--- config.mk ---
export PLATFORM = sky130hd
export DESIGN_NAME = capability_descriptor_checker_core_flat
export DESIGN_NICKNAME = d
export VERILOG_FILES = /design/src/rtl/cdc_pkg.sv /design/src/rtl/cdc_if.sv /design/src/rtl/cdc_ram.sv /design/src/rtl/cdc_eval.sv /design/src/rtl/capability_descriptor_checker_core.sv /design/src/flat_wrapper.sv
export VERILOG_INCLUDE_DIRS = /design/src /design/src/rtl
export SDC_FILE = /design/constraint.sdc
export NUM_CORES = 2
export LEC_CHECK = 0
export BUFFER_PORTS_ARGS = -buffer_cell sky130_fd_sc_hd__clkbuf_2
export CAP_MARGIN = 20
export CORE_ASPECT_RATIO = 0.7
export CORE_MARGIN = 3
export CORE_UTILIZATION = 40
export DETAILED_ROUTE_END_ITERATION = 16
export HOLD_SLACK_MARGIN = 0.1
export PLACE_DENSITY_LB_ADDON = 0.1
export SYNTH_ARGS = -nofsm -noshare
export SYNTH_HDL_FRONTEND = slang
export SYNTH_SLANG_ARGS = --single-unit
--- constraint.sdc ---
create_clock -name clk -period 28.8 [get_ports clk]
set_input_delay 2.88 -clock clk [delete_from_list [all_inputs] [get_ports clk]]
set_output_delay 2.88 -clock clk [all_outputs]
set_load 0.02 [all_outputs]
--- src/rtl/capability_descriptor_checker_core_defines.svh ---
// Assertion macros shared by the checker RTL
`ifndef CAPABILITY_DESCRIPTOR_CHECKER_CORE_DEFINES_SVH
`define CAPABILITY_DESCRIPTOR_CHECKER_CORE_DEFINES_SVH

// Assert that an antecedent implies a consequent in the same cycle
`define CDC_ASSERT_IMPL(label, clk, rst, a, c, msg) \
  label: assert property (@(posedge clk) disable iff (rst) (a) |-> (c)) else $error(msg);

// Assert that an antecedent implies a consequent in the next cycle
`define CDC_ASSERT_NEXT(label, clk, rst, a, c, msg) \
  label: assert property (@(posedge clk) disable iff (rst) (a) |=> (c)) else $error(msg);

`endif

--- src/rtl/cdc_pkg.sv ---
// ----------------------------------------------------------------------------
// cdc_pkg
// Shared types, constants and helpers for the capability descriptor checker.
// ----------------------------------------------------------------------------
package cdc_pkg;

  localparam int TableDepth     = 64;
  localparam int AddrW          = $clog2(TableDepth);
  localparam int CountW         = $clog2(TableDepth + 1);
  localparam int RangeSizeLimit = 1048576;
  localparam logic [9:0] EmptyIrq = 10'h3FF;

  typedef enum logic [1:0] {
    ACT_CLEAR = 2'd0,
    ACT_LOAD  = 2'd1,
    ACT_CHECK = 2'd2,
    ACT_NONE  = 2'd3
  } action_t;

  typedef enum logic [3:0] {
    ST_OK      = 4'd0,
    ST_KFLAGS  = 4'd1,
    ST_SYSCALL = 4'd2,
    ST_RANGE   = 4'd3,
    ST_PAGE    = 4'd4,
    ST_REGION  = 4'd5,
    ST_IRQ     = 4'd6,
    ST_APPTYPE = 4'd7,
    ST_KVER    = 4'd8,
    ST_HANDLES = 4'd9,
    ST_DEBUG   = 4'd10,
    ST_UNKNOWN = 4'd11
  } status_t;

  // Count trailing ones of a word (0..32)
  function automatic logic [5:0] kind_of(input logic [31:0] w);
    logic [5:0] n;
    logic       run;
    n   = 6'd0;
    run = 1'b1;
    for (int b = 0; b < 32; b++) begin
      if (run && w[b]) n = n + 6'd1;
      else run = 1'b0;
    end
    return n;
  endfunction

endpackage

--- src/rtl/cdc_if.sv ---
// ----------------------------------------------------------------------------
// cdc_in_if / cdc_out_if
// Valid-ready channels for requests into and results out of the checker.
// ----------------------------------------------------------------------------
interface cdc_in_if;
  logic        valid;
  logic        ready;
  logic [1:0]  action;
  logic [31:0] word;
  logic        last_word;
  modport source (output valid, action, word, last_word, input ready);
  modport sink (input valid, action, word, last_word, output ready);
endinterface

interface cdc_out_if;
  logic       valid;
  logic       ready;
  logic [3:0] status;
  logic       list_done;
  modport source (output valid, status, list_done, input ready);
  modport sink (input valid, status, list_done, output ready);
endinterface

--- src/rtl/cdc_ram.sv ---
// ----------------------------------------------------------------------------
// cdc_ram
// Generic single-port-write, single-port-read RAM with registered read.
// ----------------------------------------------------------------------------
module cdc_ram #(
  parameter int Width = 32,
  parameter int Depth = 64
) (
  input  logic                     clk,
  input  logic                     we,
  input  logic [$clog2(Depth)-1:0] waddr,
  input  logic [Width-1:0]         wdata,
  input  logic [$clog2(Depth)-1:0] raddr,
  output logic [Width-1:0]         rdata
);

  logic [Width-1:0] mem [Depth];

  // Write and registered read
  always_ff @(posedge clk) begin
    if (we) mem[waddr] <= wdata;
    rdata <= mem[raddr];
  end

endmodule

--- src/rtl/cdc_eval.sv ---
// ----------------------------------------------------------------------------
// cdc_eval
// Per-entry judging: folds one restriction word per cycle into match flags while step is high.
// ----------------------------------------------------------------------------
module cdc_eval (
  input  logic        clk,
  input  logic        start,   // clear the flags for a new check
  input  logic        step,    // one table entry is presented on entry
  input  logic [31:0] entry,
  input  logic [31:0] cap,     // capability word (second word for a range)
  input  logic [31:0] first,   // first word of a pending range pair
  input  logic        pair,    // cap is the second word of a range pair
  output logic        hit      // capability passes its rule so far
);

  logic [5:0]  ck, ek;
  logic        found;          // first entry of cap kind already seen
  logic        any_hit;
  logic        rng_half;       // set while the first word of a table pair is held
  logic [31:0] rng_r;
  logic        rng_fail;
  logic [2:0]  reg_ok;
  logic [1:0]  irq_ok;
  logic        e_hit, e_found;
  logic [2:0]  reg_hit;
  logic [1:0]  irq_hit;
  logic [24:0] start_a, end_a, re;
  logic [5:0]  rgn [3];
  logic        rro [3];
  logic [9:0]  id  [2];

  assign ck = pair ? 6'd6 : cdc_pkg::kind_of(cap);
  assign ek = cdc_pkg::kind_of(entry);

  // Judge a single entry for the first-match and any-match kinds
  always_comb begin
    e_hit   = 1'b0;
    e_found = 1'b0;
    case (ck)
      6'd3: begin
        e_found = (ek == 6'd3);
        e_hit = !(cap[15:10] < entry[15:10] || cap[9:4] > entry[9:4] ||
                  cap[15:10] > cap[9:4] || cap[23:16] < entry[23:16] ||
                  cap[31:24] > entry[31:24] || cap[23:16] > cap[31:24]);
      end
      6'd4: e_hit = (ek == 6'd4) && cap[31:29] == entry[31:29] &&
                    cap[28:5] == entry[28:5];
      6'd7: e_hit = (ek == 6'd7) && entry == cap;
      6'd13, 6'd14: begin
        e_found = (ek == ck);
        e_hit   = (entry == cap);
      end
      6'd15: begin
        e_found = (ek == 6'd15);
        e_hit   = cap[25:16] <= entry[25:16];
      end
      6'd16: begin
        e_found = (ek == 6'd16);
        e_hit   = ((entry & cap) == cap);
      end
      default: ;
    endcase
  end

  // Region and interrupt slots
  always_comb begin
    rgn[0] = cap[16:11]; rro[0] = cap[17];
    rgn[1] = cap[23:18]; rro[1] = cap[24];
    rgn[2] = cap[30:25]; rro[2] = cap[31];
    id[0]  = cap[21:12]; id[1]  = cap[31:22];
    for (int s = 0; s < 3; s++) begin
      reg_hit[s] = 1'b0;
      for (int t = 0; t < 3; t++)
        if (entry[11+7*t +: 6] == rgn[s] && (rro[s] || !entry[17+7*t]))
          reg_hit[s] = 1'b1;
      reg_hit[s] = reg_hit[s] && (ek == 6'd10);
    end
    for (int s = 0; s < 2; s++)
      irq_hit[s] = (ek == 6'd11) && ((entry[21:12] == cdc_pkg::EmptyIrq &&
                   entry[31:22] == cdc_pkg::EmptyIrq) ||
                   entry[21:12] == id[s] || entry[31:22] == id[s]);
  end

  // Range containment against the current table pair
  assign start_a = {1'b0, first[30:7]};
  assign end_a   = start_a + {1'b0, cap[30:7]};
  assign re      = {1'b0, rng_r[30:7]} + {1'b0, entry[30:7]};

  // Fold flags entry by entry
  always_ff @(posedge clk) begin
    if (start) begin
      found    <= 1'b0;
      any_hit  <= 1'b0;
      rng_half <= 1'b0;
      rng_fail <= 1'b0;
      reg_ok   <= {cap[30:25] == 6'd0, cap[23:18] == 6'd0, cap[16:11] == 6'd0};
      irq_ok   <= 2'b00;
    end else if (step) begin
      if (!found && e_found) begin
        found   <= 1'b1;
        any_hit <= e_hit;
      end
      if (ck == 6'd4 || ck == 6'd7) any_hit <= any_hit | e_hit;
      reg_ok <= reg_ok | reg_hit;
      irq_ok <= irq_ok | irq_hit;
      // Walk table pairs in order; stop at the first fit or a broken pair
      if (pair && !rng_fail && !any_hit) begin
        if (rng_half) begin
          rng_half <= 1'b0;
          if (ek != 6'd6) rng_fail <= 1'b1;
          else if ({1'b0, entry[30:7]} < 25'(cdc_pkg::RangeSizeLimit) &&
                   first[31] == rng_r[31] && cap[31] == entry[31] &&
                   {1'b0, rng_r[30:7]} <= start_a && start_a <= re && end_a <= re)
            any_hit <= 1'b1;
        end else if (ek == 6'd6) begin
          rng_half <= 1'b1;
          rng_r    <= entry;
        end
      end
    end
  end

  // Final verdict for the capability kind
  always_comb begin
    case (ck)
      6'd3, 6'd4, 6'd7, 6'd13, 6'd14, 6'd15: hit = any_hit;
      6'd16: hit = any_hit && ({2'b0, cap[17]} + {2'b0, cap[18]} + {2'b0, cap[19]} <= 3'd1);
      6'd10: hit = &reg_ok;
      6'd11: hit = &irq_ok;
      6'd6: hit = pair && any_hit && cdc_pkg::kind_of(cap) == 6'd6 &&
                  {1'b0, cap[30:7]} < 25'(cdc_pkg::RangeSizeLimit);
      default: hit = 1'b0;
    endcase
  end

endmodule

--- src/rtl/capability_descriptor_checker_core.sv ---
// A check walks the table, registers its status in S_DONE and shows it in S_OUT;
// load, clear and range first words give no result.
// Throughput: one request at a time; a check walks the table RAM once,
// one entry per cycle through its single read port.
// Reset: synchronous, active high; empties the table and drops a pending
// pair; table contents are left as they were.
// ----------------------------------------------------------------------------
// capability_descriptor_checker_core
// Loads restriction words into a RAM and checks capability words against it.
// ----------------------------------------------------------------------------
`include "capability_descriptor_checker_core_defines.svh"

module capability_descriptor_checker_core (
  input logic clk,
  input logic rst,
  cdc_in_if.sink    in_ch,
  cdc_out_if.source out_ch
);

  typedef enum logic [1:0] {S_IDLE, S_WALK, S_DONE, S_OUT} state_t;

  state_t                    state;
  logic [cdc_pkg::CountW-1:0] count;
  logic [cdc_pkg::CountW-1:0] idx;
  logic                      pending;
  logic [31:0]               first_w;
  logic [31:0]               cap;
  logic                      cap_last;
  logic                      is_pair;
  logic [3:0]                kind_st;
  logic                      step;
  logic                      start;
  logic                      hit;
  logic [31:0]               rdata;
  logic                      accept;
  logic                      we;
  logic [5:0]                in_kind;
  logic [cdc_pkg::AddrW-1:0] raddr;

  assign accept  = in_ch.valid && in_ch.ready;
  assign in_ch.ready = (state == S_IDLE);
  assign in_kind = cdc_pkg::kind_of(in_ch.word);
  assign we      = accept && in_ch.action == cdc_pkg::ACT_LOAD &&
                   count < cdc_pkg::CountW'(cdc_pkg::TableDepth);
  assign raddr   = idx[cdc_pkg::AddrW-1:0];
  assign out_ch.valid = (state == S_OUT);

  cdc_ram #(.Width(32), .Depth(cdc_pkg::TableDepth)) u_ram (
    .clk(clk), .we(we), .waddr(count[cdc_pkg::AddrW-1:0]), .wdata(in_ch.word),
    .raddr(raddr), .rdata(rdata)
  );

  cdc_eval u_eval (
    .clk(clk), .start(start), .step(step), .entry(rdata),
    .cap(cap), .first(first_w), .pair(is_pair), .hit(hit)
  );

  // Status code for the kind of a fresh capability word
  function automatic logic [3:0] kind_status(input logic [5:0] k);
    case (k)
      6'd3:  return cdc_pkg::ST_KFLAGS;
      6'd4:  return cdc_pkg::ST_SYSCALL;
      6'd6:  return cdc_pkg::ST_RANGE;
      6'd7:  return cdc_pkg::ST_PAGE;
      6'd10: return cdc_pkg::ST_REGION;
      6'd11: return cdc_pkg::ST_IRQ;
      6'd13: return cdc_pkg::ST_APPTYPE;
      6'd14: return cdc_pkg::ST_KVER;
      6'd15: return cdc_pkg::ST_HANDLES;
      6'd16: return cdc_pkg::ST_DEBUG;
      6'd32: return cdc_pkg::ST_OK;
      default: return cdc_pkg::ST_UNKNOWN;
    endcase
  endfunction

  // Sequencer: accept requests, walk the table, present the result
  always_ff @(posedge clk) begin
    if (rst) begin
      state   <= S_IDLE;
      count   <= '0;
      pending <= 1'b0;
      idx     <= '0;
      step    <= 1'b0;
      start   <= 1'b0;
    end else begin
      start <= 1'b0;
      case (state)
        S_IDLE: if (accept) begin
          cap      <= in_ch.word;
          cap_last <= in_ch.last_word;
          idx      <= '0;
          case (in_ch.action)
            cdc_pkg::ACT_CLEAR: begin
              count   <= '0;
              pending <= 1'b0;
            end
            cdc_pkg::ACT_LOAD: if (we) count <= count + cdc_pkg::CountW'(1);
            cdc_pkg::ACT_CHECK: begin
              if (pending) begin
                pending <= 1'b0;
                is_pair <= 1'b1;
                kind_st <= cdc_pkg::ST_RANGE;
                start   <= 1'b1;
                state   <= S_WALK;
              end else if (in_kind == 6'd6 && !in_ch.last_word) begin
                pending <= 1'b1;
                first_w <= in_ch.word;
              end else begin
                is_pair <= 1'b0;
                kind_st <= kind_status(in_kind);
                start   <= 1'b1;
                state   <= S_WALK;
              end
            end
            default: ;
          endcase
        end
        S_WALK: begin
          step <= (idx < count);
          if (idx < count) idx <= idx + cdc_pkg::CountW'(1);
          else state <= S_DONE;
        end
        S_DONE: begin
          step  <= 1'b0;
          state <= S_OUT;
          out_ch.list_done <= cap_last;
          out_ch.status <= (kind_st == cdc_pkg::ST_OK || hit) ? cdc_pkg::ST_OK : kind_st;
        end
        S_OUT: if (out_ch.ready) state <= S_IDLE;
        default: state <= S_IDLE;
      endcase
    end
  end

  `CDC_ASSERT_IMPL(a_ready_idle, clk, rst, in_ch.ready, state == S_IDLE, "ready outside idle")
  `CDC_ASSERT_IMPL(a_count_max, clk, rst, 1'b1, count <= cdc_pkg::CountW'(cdc_pkg::TableDepth), "count overflow")
  `CDC_ASSERT_NEXT(a_out_done, clk, rst, state == S_DONE, out_ch.valid, "result not shown")

endmodule
--- src/flat_wrapper.sv ---
// flat-port wrapper written by rule: the top's interface ports become plain ports
module capability_descriptor_checker_core_flat 
  (clk, rst, in_ch_valid, in_ch_action, in_ch_word, in_ch_last_word, in_ch_ready, out_ch_valid, out_ch_status, out_ch_list_done, out_ch_ready);
  cdc_in_if in_ch_i ();
  cdc_out_if out_ch_i ();
  input logic clk;
  input logic rst;
  input wire logic [$bits(in_ch_i.valid)-1:0] in_ch_valid;
  input wire logic [$bits(in_ch_i.action)-1:0] in_ch_action;
  input wire logic [$bits(in_ch_i.word)-1:0] in_ch_word;
  input wire logic [$bits(in_ch_i.last_word)-1:0] in_ch_last_word;
  output wire logic [$bits(in_ch_i.ready)-1:0] in_ch_ready;
  output wire logic [$bits(out_ch_i.valid)-1:0] out_ch_valid;
  output wire logic [$bits(out_ch_i.status)-1:0] out_ch_status;
  output wire logic [$bits(out_ch_i.list_done)-1:0] out_ch_list_done;
  input wire logic [$bits(out_ch_i.ready)-1:0] out_ch_ready;
  assign in_ch_i.valid = in_ch_valid;
  assign in_ch_i.action = in_ch_action;
  assign in_ch_i.word = in_ch_word;
  assign in_ch_i.last_word = in_ch_last_word;
  assign in_ch_ready = in_ch_i.ready;
  assign out_ch_valid = out_ch_i.valid;
  assign out_ch_status = out_ch_i.status;
  assign out_ch_list_done = out_ch_i.list_done;
  assign out_ch_i.ready = out_ch_ready;
  capability_descriptor_checker_core u_core (.clk(clk), .rst(rst), .in_ch(in_ch_i), .out_ch(out_ch_i));
endmodule
Word level (Yosys, flattened, before mapping)
Memory sizes are Yosys's and may differ from the RTL's. A register that Yosys moved wholly into a read port is not among the register bits.
Index checks and enable logic that the tools add are counted.
{"block": "classes", "n_reduce_logical": 214, "magnitude_cmp": 15, "eq_ne": 66, "mux": 359, "bitwise": 11, "n_addsub": 130}
{"op": "$mux W6", "count": 157}
{"op": "$add A6 B1 Y6 const B", "count": 124}
{"op": "$mux W1", "count": 181}
{"op": "$logic_and A1 B1 Y1", "count": 158}
{"op": "$eq A6 B4 Y1 const B", "count": 13}
{"op": "$eq A32 B32 Y1", "count": 2}
{"op": "$eq A6 B3 Y1 const B", "count": 10}
{"op": "$eq A6 B6 Y1", "count": 10}
{"op": "$add A24 B24 Y25", "count": 2}
{"op": "$lt A24 B21 Y1 const B", "count": 2}
{"op": "$pmux W4 S11", "count": 1}
{"op": "$eq A10 B10 Y1", "count": 4}
{"op": "$and A32 B32 Y32", "count": 1}
{"op": "$pmux W7 S2", "count": 2}
{"op": "$le A24 B25 Y1", "count": 1}
{"op": "$le A25 B25 Y1", "count": 1}
{"op": "$eq A24 B24 Y1", "count": 1}
{"op": "$le A24 B24 Y1", "count": 1}
{"op": "$mux W7", "count": 3}
{"op": "$eq A10 B10 Y1 const B", "count": 2}
{"op": "$logic_or A1 B1 Y1", "count": 20}
{"op": "$eq A6 B2 Y1 const B", "count": 3}
{"op": "$eq A6 B5 Y1 const B", "count": 3}
{"op": "$logic_not A6 Y1", "count": 3}
{"op": "44 further kinds", "count": 90}
{"block": "totals", "word_cells": 816, "n_memories": 1, "ram_bits": 2048, "register_bits": 135, "in_bits": 39}
{"name": "u_core.u_ram.mem", "depth": 64, "word_bits": 32, "read_ports": 1, "rd_clocked_by_memory_dff": 1, "write_ports": 1, "line": "cdc_ram.sv:17", "rtl": "logic [Width-1:0] mem [Depth];"}

Depth between registers and ports, before layout
{"block": "logic_depth", "ltp_word": 164, "ltp_mapped": 111, "mapped_depth_nobuf": 111}

By module
A second synthesis with hierarchy kept.
{"block": "hier_totals", "cells_unflattened": 6266, "area_unflattened_um2": 101098.2}
{"module": "cdc_ram", "cells_per_inst": 3323, "n_inst": 1, "area_each_um2": 78519.1}
{"module": "cdc_eval", "cells_per_inst": 2135, "n_inst": 1, "area_each_um2": 15293.4}
{"module": "capability_descriptor_checker_core", "cells_per_inst": 808, "n_inst": 1, "area_each_um2": 7285.7}

Least setup slack after synthesis
Ideal clock, no wire load.
{"block": "synth_path", "path_kind": "input port to flip-flop", "from": "input port in_ch_word[2]", "to": "register u_core.first_w[10] (enable)", "setup_time_ps": 383, "cell_stages": 104, "arrival_ps": 20222, "required_ps": 28417, "slack_ps": 8195, "cell_sequence": "inv_1 a21boi_0 ha_1 o21a_1 ha_1 nand2_1 nand2_1 ha_1 mux2i_1 o21ai_0 ha_1 nor2_1 nor2_1 ha_1 mux2i_1 mux2_2 o21ai_0 ha_1 [68 not listed] mux2i_1 nand2_1 o21ai_0 o21ai_0 ha_1 nor2_1 nor2_1 ha_1 mux2i_1 a21oi_1 ha_1 nand2_1 a21oi_1 o21ai_0 a21oi_1 xnor2_1 nor4_2 and4_1"}
{"block": "synth_between", "elab_chain_cells": 63}
{"element": "start, declared", "line": "flat_wrapper.sv:10", "rtl": "input wire logic [$bits(in_ch_i.word)-1:0] in_ch_word;"}
{"element": "$logic_and A1 B1 Y1 *", "line": "cdc_pkg.sv:42", "rtl": "if (run && w[b]) n = n + 6'd1;"}
{"element": "$mux W6 or $mux W1 (tied branches)", "line": "cdc_pkg.sv:42"}
{"element": "$add A6 B1 Y6 or $logic_and A1 B1 Y1 (tied branches)", "line": "cdc_pkg.sv:42"}
{"element": "$mux W6 or $mux W1 (tied branches)", "line": "cdc_pkg.sv:42"}
{"element": "$add A6 B1 Y6 or $logic_and A1 B1 Y1 (tied branches)", "line": "cdc_pkg.sv:42"}
{"element": "$mux W6 or $mux W1 (tied branches)", "line": "cdc_pkg.sv:42"}
{"element": "$add A6 B1 Y6 or $logic_and A1 B1 Y1 (tied branches)", "line": "cdc_pkg.sv:42"}
{"element": "$mux W6 or $mux W1 (tied branches)", "line": "cdc_pkg.sv:42"}
{"element": "[47 not listed]"}
{"element": "$mux W6 or $mux W1 (tied branches)", "line": "cdc_pkg.sv:42"}
{"element": "$add A6 B1 Y6 or $logic_and A1 B1 Y1 (tied branches)", "line": "cdc_pkg.sv:42"}
{"element": "$mux W6 or $mux W1 (tied branches)", "line": "cdc_pkg.sv:42"}
{"element": "$add A6 B1 Y6 or $logic_and A1 B1 Y1 (tied branches)", "line": "cdc_pkg.sv:42"}
{"element": "$mux W6 *", "line": "cdc_pkg.sv:42"}
{"element": "$eq A6 B3 Y1 *", "line": "capability_descriptor_checker_core.sv:105", "rtl": "end else if (in_kind == 6'd6 && !in_ch.last_word) begin"}
{"element": "$logic_and A1 B1 Y1 *", "line": "capability_descriptor_checker_core.sv:105"}
{"element": "$reduce_and A6 Y1 (no source line) *"}
{"element": "end signal, assigned", "line": "capability_descriptor_checker_core.sv:107", "rtl": "first_w <= in_ch.word;"}
{"element": "end, declared", "line": "capability_descriptor_checker_core.sv:26", "rtl": "logic [31:0] first_w;"}
Mark *: on every way between the ends. The rest lies on a longest branch, timed or not.
A chain may end at the register's enable or synchronous reset.

Worst setup path in the final report
{"block": "layout_path", "from": "input port in_ch_word[2]", "to": "register u_core.kind_st[2] (enable)"}
{"block": "layout_between", "elab_chain_cells": 64}
{"element": "$logic_and A1 B1 Y1 *", "line": "cdc_pkg.sv:42"}
{"element": "$mux W6 or $mux W1 (tied branches)", "line": "cdc_pkg.sv:42"}
{"element": "$add A6 B1 Y6 or $logic_and A1 B1 Y1 (tied branches)", "line": "cdc_pkg.sv:42"}
{"element": "$mux W6 or $mux W1 (tied branches)", "line": "cdc_pkg.sv:42"}
{"element": "$add A6 B1 Y6 or $logic_and A1 B1 Y1 (tied branches)", "line": "cdc_pkg.sv:42"}
{"element": "$mux W6 or $mux W1 (tied branches)", "line": "cdc_pkg.sv:42"}
{"element": "$add A6 B1 Y6 or $logic_and A1 B1 Y1 (tied branches)", "line": "cdc_pkg.sv:42"}
{"element": "$mux W6 or $mux W1 (tied branches)", "line": "cdc_pkg.sv:42"}
{"element": "[48 not listed]"}
{"element": "$add A6 B1 Y6 or $logic_and A1 B1 Y1 (tied branches)", "line": "cdc_pkg.sv:42"}
{"element": "$mux W6 or $mux W1 (tied branches)", "line": "cdc_pkg.sv:42"}
{"element": "$add A6 B1 Y6 or $logic_and A1 B1 Y1 (tied branches)", "line": "cdc_pkg.sv:42"}
{"element": "$mux W6 *", "line": "cdc_pkg.sv:42"}
{"element": "$eq A6 B3 Y1 *", "line": "capability_descriptor_checker_core.sv:105"}
{"element": "$logic_and A1 B1 Y1 *", "line": "capability_descriptor_checker_core.sv:105"}
{"element": "$ne A2 B1 Y1 (no source line) *"}
{"element": "$reduce_and A5 Y1 (no source line) *"}
{"element": "end signal, assigned", "line": "capability_descriptor_checker_core.sv:102", "rtl": "kind_st <= cdc_pkg::ST_RANGE;"}
{"element": "end signal, assigned", "line": "capability_descriptor_checker_core.sv:110", "rtl": "kind_st <= kind_status(in_kind);"}
{"element": "end, declared", "line": "capability_descriptor_checker_core.sv:30", "rtl": "logic [3:0] kind_st;"}
Marks and branches as above.

==> results.json <==
{
  "status": "finished, final reports clean",
  "gp_congestion": 0.864,
  "drt_wl_total_mm": 312,
  "die_h_um": 427,
  "busiest_layer": "met1",
  "setup-violations-final": 0,
  "clkTransAtPathRegs_ps": 60,
  "die_w_um": 607,
  "finalCritPeriodShare_pct": 81.0,
  "start_kind": "primary input",
  "ys.flop_type": "edfxtp_1",
  "synth_top_area_cell": "edfxtp_1",
  "cts_tree": "built",
  "critPathRequiredTime_ps": 29260,
  "via_per_inst": 5.99,
  "yosysSeqAreaShare_pct": 64.7,
  "drtPass1Iterations": 5,
  "grt_max_degree": 117,
  "rows": 153,
  "grt-ovfl-total": 0,
  "tightest_slew_ps": 1160,
  "grtUsageTotal_pct": 24.0,
  "worst_ep_arrival_time_ps": 23800,
  "syn2layout_area_growth_pct": 11.9,
  "ys_ff_latch": 2201,
  "post-route-min-period_ps": 23340,
  "fmax_ghz": 0.0428,
  "ctsLongestPathBuffers": 4,
  "crit_family": "adder cells",
  "use_met3_pct": 4.35,
  "slew_headroom_pct": 22.7,
  "initialDrtViolationCount": 7759,
  "postSynthAreaPerCell_um2": 17.0,
  "nFillCells": 21600,
  "layout-drive-gt1-share_pct": 21.6,
  "slowest_delay_ps": 760,
  "hold_class": "flip-flop to flip-flop",
  "path_common_cell": "ha_1",
  "setup_tns_ps": 0,
  "syn_nets": 6296,
  "fin_nets": 6490,
  "max_cap_violations": 0,
  "vdd_drop_max_uv": 51.6,
  "cts-htree-levels": 4,
  "ys_top_cells_by_area": "edfxtp_1, mux4_2, ha_1, xnor2_1, dfxtp_1",
  "post_dp_cell_area_um2": 106000,
  "finalInstanceArea_um2": 113000,
  "clock_skew_ps": 63.0,
  "cts_setup_buffers": 0,
  "cts.sinks": 2201,
  "critPathKind": "primary input to flip-flop",
  "async_reset_ff_share_pct": 0,
  "synthTopCellsByCount": "edfxtp_1, mux4_2, nand2_1",
  "synth.distinct_cells": 123,
  "cts_hold_buf": 0,
  "p_per_area_nw_per_um2": 61.1,
  "ctsResizeCount": 0,
  "drc": 0,
  "post_layout_nonfiller_instances": 9683,
  "slew_violations": 0,
  "met1_usage_pct": 37.7,
  "seqCellArea_um2": 65500,
  "grt_pass1_wl_mm": 439,
  "multi_input_area_um2": 34400,
  "ios": 46,
  "syn_area_um2": 101000,
  "wire_per_inst_um": 32.2,
  "clk_latency_ps": 880,
  "core_um2": 250000,
  "dieArea_um2": 259000,
  "place_inst": 9275,
  "synth-edff-count": 2144,
  "end_kind": "flip-flop",
  "p_leak_nw": 36.0,
  "grt.met2_usage_pct": 34.8,
  "port_buffers": 45,
  "num_vias": 58000,
  "antenna_left": 0,
  "worst-path-buf-inv": 9,
  "r2r_slack_ps": 6410,
  "cts_root_buffer": "clkbuf_16",
  "ys_warn_count": 0,
  "rsz0062_at_grt": "no",
  "synth_top_area_share_pct": 63.6,
  "worstPathMaxFanout": 70,
  "cpMaxStageDelayCell": "nor4bb_1",
  "final-hold-violation-count": 0,
  "dp_hpwl_mm": 188,
  "antenna_found_initial": 44,
  "initial_utilization_pct": 40.5,
  "yosysMostFrequentCell": "edfxtp_1",
  "cts-buffers-inserted": 216,
  "synthCells": 5967,
  "grt_pass1_vias": 57100
}
stage by stage:
stage	power (mW)	setup slack (ps)	hold slack, ps	utilization (%)
2_1_floorplan	3.98	8190	400	-
3_3_place_gp	4.21	5100	412	42.6
3_5_place_dp	4.21	4760	412	42.6
4_1_cts	6.98	5600	425	45.3
5_1_grt	7.16	3720	440	45.3
6_report	6.92	5460	421	45.3
cell families after synthesis:
family                     after synthesis  share of synthesized area [%]
AOI/OAI and AO/OA                      686                           4.37
xor gates and xnor gates               311                           3.10
adders and majority gates              293                           3.63
buffers and inverters                  428                           1.74
DFF                                   2201                           64.7
muxes                                  770                           16.0
and+or+nand+nor                       1278                           6.46
metal layers:
layer | share of wire (%) | up-vias | wire length [um]
met5 | 0.015 | - | 48
met4 | 1.9 | 6 | 5940
met3 | 8.3 | 337 | 25700
met2 | 43 | 2374 | 135000
met1 | 47 | 30800 | 145000
li1 | - | 24500 | -
worst reg2reg max path, delay by kind of cell, from the launching register on:
family          cells  cell delay [ps]
compound gates     28             5070
flops               1              670
xor+xnor            2              840
simple gates       26             3430
buf+inv             5              470
mux                16             2980
fa+ha+maj          29             8780
cell type report:
cell class / count / share of cell area, %
antenna: 17 / 0.0376
clock buffer: 267 / 4.96
clock inverter: 124 / 0.997
inverter: 184 / 0.610
multi-input combinational: 3338 / 30.4
sequential: 2201 / 57.9
tap: 3332 / 3.68
timing repair buffer: 220 / 1.41
path summary, 6_finish.rpt:
check | start | to | cells after the start
max | in_ch_word[2] | u_core.kind_st[2]$_SDFFCE_PP0P_ | 106
min | u_core.cap_last$_DFFE_PP_ | u_core.out_ch.list_done$_DFFE_PP_ | 0
max reg2reg | u_core.cap[1]$_DFFE_PP_ | u_core.u_eval.any_hit$_SDFFE_PP0P_ | 106
min reg2reg | u_core.cap_last$_DFFE_PP_ | u_core.out_ch.list_done$_DFFE_PP_ | 0
sequential cells by signal (all words and copies together), names as in the netlist, 2 cells and up:
name	count
u_core.u_ram.mem	2048
u_core.cap	32
u_core.u_ram.rdata	32
u_core.first_w	25
u_core.u_eval.rng_r	25
u_core.count	7
u_core.idx	7
u_core.kind_st	4
u_core.out_ch.status	4
u_core.u_eval.reg_ok	3
u_core.state	2
u_core.u_eval.irq_ok	2
cell usage in the layout, fill, tap and decap left out, types with 27 or more instances in the layout:
master and n:
a21boi_0 27, a21o_1 32, a21oi_1 200, and2_1 39, and3_1 49, buf_4 173
clkbuf_1 50, clkbuf_16 217, clkinv_1 49, clkinv_2 35, dfxtp_1 51, edfxtp_1 2144
ha_1 288, inv_1 183, mux2i_1 72, mux4_2 672, nand2_1 303, nand2b_1 50
nand3_1 130, nand4_1 76, nor2_1 217, nor2_4 65, nor2b_1 50, nor3_1 97
nor4_1 48, o21a_1 33, o21ai_0 155, o21bai_1 33, xnor2_1 173, xor2_1 106
where the power goes:
part	leakage [nW]	internal, mW	switching, mW	total (mW)
registers	19.8	3.52	0.0239	3.55
clock network	3.30	1.56	1.21	2.77
logic	12.9	0.235	0.361	0.596
Note: power is estimated with default switching activity, not from simulation.
